===== config.mk =====
export PLATFORM = sky130hd
export DESIGN_NAME = sspc_ctrl
export DESIGN_NICKNAME = d
export VERILOG_FILES = /design/src/sv/sspc_pkg.sv /design/src/sv/sspc_ctrl.sv
export SDC_FILE = /design/constraint.sdc
export NUM_CORES = 1
export LEC_CHECK = 0
export BUFFER_PORTS_ARGS = -buffer_cell sky130_fd_sc_hd__buf_2
export CAP_MARGIN = 40
export CORE_AREA = 4 4 41 43
export DETAILED_ROUTE_END_ITERATION = 8
export DIE_AREA = 0 0 45 47
export PLACE_DENSITY = 0.44
export SLEW_MARGIN = 20
export SYNTH_ARGS = -nofsm -noshare
export SYNTH_HDL_FRONTEND = slang
export SYNTH_SLANG_ARGS = --single-unit

===== constraint.sdc =====
create_clock -name i_clk -period 1.1 [get_ports i_clk]
set_input_delay 0.055 -clock i_clk [delete_from_list [all_inputs] [get_ports i_clk]]
set_output_delay 0.055 -clock i_clk [all_outputs]
set_load 0.01 [all_outputs]

===== src/sv/sspc_pkg.sv =====
// ----------------------------------------------------------------------------
// sspc_pkg
// Shared widths, defaults and controller/datapath types for the subset-sum
// partition counter.
// ----------------------------------------------------------------------------
package sspc_pkg;

    localparam int MAX_SUM_DEF    = 1023;
    localparam int COUNT_BITS_DEF = 32;

    localparam int VALUE_W  = 10;
    localparam int DIFF_W   = 10;
    localparam int RESULT_W = 32;

    typedef enum logic [2:0] {
        ST_CLEAR,
        ST_IDLE,
        ST_UPDATE,
        ST_DRAIN,
        ST_ANS_READ,
        ST_RESULT
    } t_state;

    // controller -> datapath
    typedef struct packed {
        logic accept;
        logic upd_read;
        logic ans_read;
        logic out_load;
        logic clr_write;
    } t_dp_cmd;

    // datapath -> controller
    typedef struct packed {
        logic skip;
        logic last;
        logic upd_end;
        logic clr_end;
        logic out_full;
    } t_dp_status;

endpackage


===== src/sv/sspc_ctrl.sv =====
// ----------------------------------------------------------------------------
// sspc_ctrl
// Sequencer for table clearing, per-member table sweep and result readout.
// ----------------------------------------------------------------------------
module sspc_ctrl (
    input  logic                  i_clk,
    input  logic                  i_rst_n,
    input  logic                  i_in_valid,
    output logic                  o_in_ready,
    input  sspc_pkg::t_dp_status  i_status,
    output sspc_pkg::t_dp_cmd     o_cmd
);

    sspc_pkg::t_state r_state;
    sspc_pkg::t_state n_state;

    always_ff @(posedge i_clk) begin
        if (!i_rst_n) begin
            r_state <= sspc_pkg::ST_CLEAR;
        end else begin
            r_state <= n_state;
        end
    end

    always_comb begin
        n_state    = r_state;
        o_in_ready = 1'b0;
        o_cmd      = '0;
        case (r_state)
            sspc_pkg::ST_CLEAR: begin
                o_cmd.clr_write = 1'b1;
                if (i_status.clr_end) begin
                    n_state = sspc_pkg::ST_IDLE;
                end
            end
            sspc_pkg::ST_IDLE: begin
                o_in_ready = 1'b1;
                if (i_in_valid) begin
                    o_cmd.accept = 1'b1;
                    n_state      = sspc_pkg::ST_UPDATE;
                end
            end
            sspc_pkg::ST_UPDATE: begin
                if (i_status.skip) begin
                    // member beyond the table: no sweep
                    n_state = i_status.last ? sspc_pkg::ST_ANS_READ : sspc_pkg::ST_IDLE;
                end else begin
                    o_cmd.upd_read = 1'b1;
                    if (i_status.upd_end) begin
                        n_state = sspc_pkg::ST_DRAIN;
                    end
                end
            end
            sspc_pkg::ST_DRAIN: begin
                n_state = i_status.last ? sspc_pkg::ST_ANS_READ : sspc_pkg::ST_IDLE;
            end
            sspc_pkg::ST_ANS_READ: begin
                o_cmd.ans_read = 1'b1;
                n_state        = sspc_pkg::ST_RESULT;
            end
            sspc_pkg::ST_RESULT: begin
                if (!i_status.out_full) begin
                    o_cmd.out_load = 1'b1;
                    n_state        = sspc_pkg::ST_CLEAR;
                end
            end
            default: begin
                n_state = sspc_pkg::ST_CLEAR;
            end
        endcase
    end

endmodule


# Word level (Yosys, flattened, before mapping)
# Index checks and enable logic that the tools add are counted.
# word_totals
elab_cells,28
inputBits,8
ff_bits,3
output_inout_bits,6
# classes
reduce_logical,2
n_eq_ne,9
mux,16
# op_table
operator,n
$mux 3,6
$pmux 3 s6,1
$mux 1,9
$eq 3x2->1 const B,2
$eq 3x3->1 const B,2
$ne 2x2->1 const B,3
$reduce_and 4->1,1
$eq 3x1->1 const B,1
$logic_not 3->1,1
$ne 3x3->1 const B,1

# Longest topological paths before layout
# Gate-level depths: netlist of run 1.
# logic_depth
word_depth,3
mapped_depth,5
mapped_depth_nobuf,4

# Worst setup path after synthesis of run 1
# No wires, ideal clock.
# synth_path
path_kind,flip-flop to flip-flop
start,reg r_state[2]
end,reg r_state[1]
setup_time_ps,59
path_stages_with_launch,4
t_required_ps,1041
slack_ps,73
path_buffers,1
arrival_ps,968
period_less_slack_ps,1027
cell_sequence,dfxtp_1 buf_6 nor4b_2 o211a_1
# synth_via
elab_chain_cells,3
word_cells_on_any_way,12
cone_classes,9 x eq/ne; 1 x mux; 2 x reduce/logical
# synth_lines
item,line_no,source
start: declaration,sspc_ctrl.sv:14,sspc_pkg::t_state r_state;
start signal: assignment,sspc_ctrl.sv:19,r_state <= sspc_pkg::ST_CLEAR;
start signal: assignment,sspc_ctrl.sv:21,r_state <= n_state;
"$eq 3x2->1, or another cell as far along",sspc_ctrl.sv:29,case (r_state)
$ne 3x3->1 (no source line) or $ne 2x2->1 (tied branches),n/a,
$reduce_and 4->1 (no source line),n/a,
# Several ways; a longest one is shown, not always the timed one.
# A chain may end at the register's enable or synchronous reset.

==> results.md, run 1 <==
- Simple-gate share of the synthesized area: 0.440
- Clock skew: ~4 ps
- Largest family of logic cells by synthesized area: simple AND/OR/NAND/NOR gates
- Number of flip-flops under the largest register name: 3
- CTS sink cnt: 3
- Mux cell area share after synthesis: 0
- Post-synth top flop: dfxtp_1
- Worst-path clk slew: 40 ps
- Top cells by area, synth: dfxtp_1 25%, buf_6 9.3%, nor2_1 7.8%
- Number of synthesized flops with an enable pin: 0
- Yosys top cell area share: 0.249
- Ant diodes: 0
- Failing checks: negative setup slack
- Setup ws final: -49.4 ps
- Core Region: between 0.001 and 0.0015 mm²
- # setup viols final: 3
- Syn_area_per_cell: roughly 8.3 µm²
- Placed Area: roughly 300 µm²
- Post-Layout Inst Area: roughly 430 µm²
- GR Overflow Total: 0
- Buffers plus inverters on the worst setup path: 1
- Num CTS Buffers: 3
- Vias/cell: ~4.3
- WHS: 56.7 ps
- Warnings, synthesis: 0
- Dpl hpwl: around 440 µm
- Worst slew margin: 0.847
- Pleak: about 0.20 nW
- Wire per inst: 10.2 µm
- Synthesized net count: 37
- Via count: approximately 280
- DR pass1 iterations: 2
- CTS tree: built
- Die W: between 40 and 50 µm
- Placer congestion estimate: 0.688
- CP Capture Type: output pin
- Clk Latency, worst-skew pair: ~230 ps
- I/O Buffers: 13
- CP Cell Sequence: or2b_1 > nor2_1 > buf_2
- Compound-Gate Fraction of Synth Area: 0.218
- Ys async rst share: 0
- Setup TNS Final: -96.0 ps
- Starting Density: 0.186
- Final nets: between 50 and 60
- Dpl ws: -10.1 ps
- Final hold violation count: 0
- XOR/XNOR Fraction of Synth Area: 0
- Synth top cells by count: 5 x nor2_1, 3 x dfxtp_1
- Type of the worst min-delay path: in -> reg
- Slowest stage cell on the critical path: dfxtp_4
- Fmax: 870 MHz
- Routed WL: 652 µm
- FP Rows: 13
- Drt drc: 0
- First-pass GRT wire length: approximately 1200 µm
- Register area share after synthesis: 0.249
- Worst EP required: 1040 ps
- Startpoint Class: flip-flop
- Post-Synthesis Cells: 29
- CTS Buffer Depth: 2
- Initial antenna violation count: 0
- Pins Over Slew Limit: 0
- Largest net degree at the start of global routing: 9
- Top delay family on crit path: flip-flops
- Worst Max-Slew Pin Slew: between 200 and 250 ps
- Reg2Reg Depth: 5
- Area leader, netlist: dfxtp_1
- Die height: between 40 and 50 µm
- Max stage delay on crit path: 390 ps
- Max_cap viols: 0
- Synthesized cell area: between 200 and 250 µm²
- Setup CP Type: reg -> out
- Total global-route track usage: 0.0781
- Yosys reg bits: 3
- Layout cell share with drive strength beyond 1: 0.612
- Biggest register: r_state
- Synth cell types: 19
- Worst vdd ir: about 0.54 mV
- P per Cell Area: between 1000 and 1500 mW/mm²
- Area Overhead vs Synth: 78.2%
- Regs by FF count: r_state (3)
- DRT iter0 DRCs: 2
- Synth Area in Adders: 0
- Full die area: 0.00212 mm²
- CTS root buf: clkbuf_4
- Non-Filler Instances: 64
- Crit path depth: 3
- Placed Cells: 55
- Cell with the most instances after synthesis: nor2_1
- IO Count: 14
- Vias in the first global route: around 280
- H-tree Lvls: 1
- RSZ-0062 raised after global routing: yes
- CP arrival: roughly 1100 ps
- WHS Path Cells: 2
- Tcrit/Tclk final: 1.04
- CP Max Fanout: 5
- Shortest period the worst path allows: 1150 ps
- Antenna viol nets, final: 0
- Status: complete, but fails checks
worst paths after layout:
| path | from | end | slack [ps] |
|---|---|---|---|
| max | r_state[2] | o_cmd[1] | -50 |
| max reg2reg | r_state[2] | r_state[0] | -10 |
| min reg2reg | r_state[0] | r_state[0] | 700 |
| min | i_rst_n | r_state[2] | 60 |
metrics by stage:
stage / util / power [mW]
floorplan: - / 0.264
global placement: 0.233 / 0.309
detailed placement: 0.233 / 0.308
CTS: 0.323 / 0.580
global route: 0.331 / 0.629
finish: 0.331 / 0.582
cells by family after synthesis:
| family | Yosys count |
|---|---|
| buf+inv | 2 |
| simple gates | 17 |
| flops | 3 |
| compound gates | 7 |
what timing repair did:
action,4_1_cts,5_1_grt
pin swaps,1,1
gates cloned,0,0
hold buffers,0,0
resized for setup,11,2
setup buffers,5,0
endpoints found under the setup margin,7,7
final cells by class:
class / count / area, µm²
Sequential cell: 3 / 71.3
Multi-Input combinational cell: 24 / 195
Tap cell: 15 / 18.8
Clock buffer: 4 / 26.3
Fill cell: 148 / 871
Timing Repair Buffer: 18 / 119
cell usage in the layout (no fill, tap or decap), drive strengths merged:
cell	n
a21boi	1
a21oi	1
and2	2
buf	18
clkbuf	4
dfxtp	3
nand2b	2
nand3b	1
nor2	6
nor2b	1
nor3	1
nor3b	1
nor4b	1
o211a	1
o211ai	1
o21a	1
o22ai	1
o32ai	1
or2b	2
report_power, final:
group,switching [mW],internal [mW]
logic,0.0849,0.128
clock network,0.0584,0.136
registers,0.0445,0.130
layer usage:
metal  GRT usage  share of wire  vias to the layer above  wire length [µm]
met1      0.0792           0.44                      123               284
li1            -              -                      143                 -
met4      0.0526              0                        0                 0
met2       0.136           0.52                        9               337
met5           0              0                        -                 0
met3      0.0268          0.048                        0                31
No activity file was read; power rests on OpenSTA's default activity.
==> run 2, diff against run 1 <==
Settings changed: BUFFER_PORTS_ARGS -buffer_cell sky130_fd_sc_hd__buf_2 to -buffer_cell sky130_fd_sc_hd__buf_4, GPL_TIMING_DRIVEN set to 0.
==> results.md, run 2 (synthesis results as in run 1) <==
- Total global-route track usage: 0.0845 (was 0.0781)
- Drt drc: 0 (unchanged)
- WHS: 52.1 ps (was 56.7 ps)
- Fmax: 875 MHz (was 870 MHz)
- Num CTS Buffers: 3 (unchanged)
- Reg2reg start: r_state[2] (unchanged)
- CP arrival: 1090 ps (about the same)
- CP Capture Type: output pin (unchanged)
- Worst-path clk slew: 40 ps (about the same)
- Failing checks: negative setup slack (unchanged)
- Dpl hpwl: 558 µm (was 445 µm)
- Die height: 47 µm (unchanged)
- GR Overflow Total: 0 (unchanged)
- CTS root buf: clkbuf_4 (unchanged)
- Dpl ws: 48.7 ps (was -10.1 ps)
- Largest net degree at the start of global routing: 10 (was 9)
- Max_cap viols: 0 (unchanged)
- Starting Density: 0.186 (unchanged)
- CTS Buffer Depth: 2 (unchanged)
- Vias/cell: 4.43 (was 4.30)
- Core Region: 0.00130 mm² (unchanged)
- # fillers: 144 (was 148)
- Post-CTS Hold Buffers: 0 (unchanged)
- Area Overhead vs Synth: 107% (was 78.2%)
- Setup CP Type: reg -> out (unchanged)
- Clock skew: 0.106 ps (was 3.93 ps)
- Shortest period the worst path allows: 1140 ps (was 1150 ps)
- Antenna viol nets, final: 0 (unchanged)
- Final nets: 61 (was 58)
- Worst EP required: 1040 ps (about the same)
- P per Cell Area: 1300 mW/mm² (was 1350 mW/mm²)
- Register area: 71.3 µm² (unchanged)
- Ant diodes: 0 (unchanged)
- CP Max Fanout: 6 (was 5)
- Number of flip-flops under the largest register name: 3 (unchanged)
- Reg2Reg Depth: 5 (unchanged)
- Biggest register: r_state (unchanged)
- Status: complete, but fails checks (unchanged)
- Worst vdd ir: 0.535 mV (was 0.541 mV)
- Type of the worst min-delay path: in -> reg (unchanged)
- Startpoint Class: flip-flop (unchanged)
- FP Rows: 13 (unchanged)
- Initial antenna violation count: 0 (unchanged)
- Power, Total: 0.650 mW (was 0.582 mW)
- Pins Over Slew Limit: 0 (unchanged)
- Hold Path End: r_state[2] (unchanged)
- Layout cell share with drive strength beyond 1: 0.673 (was 0.612)
- Min-Delay Startpoint: i_rst_n (unchanged)
- Pleak: 0.223 nW (was 0.199 nW)
- Max stage delay on crit path: 360 ps (was 390 ps)
- Most frequent cells in the layout: 17 x buf_4, 4 x nor2_1, 3 x clkbuf_4, 3 x buf_6, 3 x dfxtp_4 (was 13 x buf_2, 4 x nor2_1, 3 x clkbuf_4, 3 x dfxtp_4, 3 x buf_4)
- Worst Max-Slew Pin Slew: 235 ps (was 229 ps)
- Register-to-register setup slack: -30 ps (was -10 ps)
- Wire per inst: 12.0 µm (was 10.2 µm)
- Most common cell after layout, fill and taps aside: buf_4 (was buf_2)
- Via count: 297 (was 275)
- CTS tree: built (unchanged)
- Clk Latency, worst-skew pair: 220 ps (was 230 ps)
- First-pass GRT wire length: 1210 µm (was 1170 µm)
- Worst R2R End: r_state[0] (unchanged)
- Setup ws final: -43.2 ps (was -49.4 ps)
- RSZ-0062 raised after global routing: yes (unchanged)
- Full die area: 0.00212 mm² (unchanged)
- DRT iter0 DRCs: 1 (was 2)
- Tcrit/Tclk final: 1.04 (about the same)
- # setup viols final: 4 (was 3)
- Multi-input gate area: 203 µm² (was 195 µm²)
- H-tree Lvls: 1 (unchanged)
- Regs by FF count: r_state (3) (unchanged)
- WHS Path Cells: 2 (unchanged)
- Final hold violation count: 0 (unchanged)
- Buffers plus inverters on the worst setup path: 2 (was 1)
- Die W: 45 µm (unchanged)
- CP Cell Sequence: buf_12 > nor2_4 > and2_4 > buf_6 (was or2b_1 > nor2_1 > buf_2)
- Setup TNS Final: -124 ps (was -96.0 ps)
- Worst slew margin: 0.843 (was 0.847)
- I/O Buffers: 13 (unchanged)
- Routed WL: 805 µm (was 652 µm)
- Placer congestion estimate: 0.729 (was 0.688)
- Vias in the first global route: 301 (was 283)
- Top delay family on crit path: flip-flops (unchanged)
- CTS sink cnt: 3 (unchanged)
- Slowest stage cell on the critical path: dfxtp_4 (unchanged)
- DR pass1 iterations: 2 (unchanged)
- IO Count: 14 (unchanged)
[run 2: changes by cell type in the layout (fill, tap and decap cells not counted)]
cell	delta
buf_2	-13
nor3b_1	-1
and2_4	+1
nor3b_2	+1
buf_4	+14
and2_1	-1
buf_6	+2
[run 2: what timing repair did]
| item | in CTS | in global routing |
|---|---|---|
| resized for setup | 12 | 5 |
| pin swaps | 6 | 5 |
| cloned | 0 | 0 |
| setup buffers | 5 | 3 |
| endpoints found under the setup margin | 4 | 8 |
[run 2: worst max-delay path by stage]
stage                          start          to  slack (ps)  cells after the start
after floorplan           r_state[2]  r_state[1]          70                      3
after global placement    r_state[1]  r_state[0]          50                      5
after detailed placement  r_state[0]    o_cmd[4]          50                      4
after CTS                 r_state[2]    o_cmd[1]        -100                      4
after global routing      r_state[2]    o_cmd[1]        -100                      3
final                     r_state[2]    o_cmd[4]         -40                      4
[run 2: worst register-to-register path, stage by stage, from the launching register on]
cell	delay [ps]
dfxtp_4	360
buf_12	140
buf_4	130
nor3b_2	190
o32ai_2	110
a21boi_1	140
[run 2: layout make-up]
class,instances,share of cell area
multi-input combinational,24,0.405
timing repair buffer,21,0.363
sequential,3,0.143
clock buffer,4,0.0525
tap,15,0.0375
[run 2: per-stage QoR]
step	instances	area, µm²	util
after global routing	67	500	0.385
after floorplan	29	241	-
after CTS	65	469	0.361
after global placement	57	358	0.275
after detailed placement	57	358	0.275
final	67	500	0.385
[run 2: power by group]
group / internal [mW] / switching, mW / leakage (nW)
clock: 0.136 / 0.0516 / 0.0150
combinational: 0.186 / 0.106 / 0.181
sequential: 0.130 / 0.0410 / 0.0267
total: 0.451 / 0.198 / 0.223
[run 2: metal layers]
layer	track usage	wire length, µm	share of wire
met5	0	0	0
met4	0.0526	21	0.026
met3	0.0268	31	0.039
met2	0.164	494	0.61
met1	0.0748	258	0.32
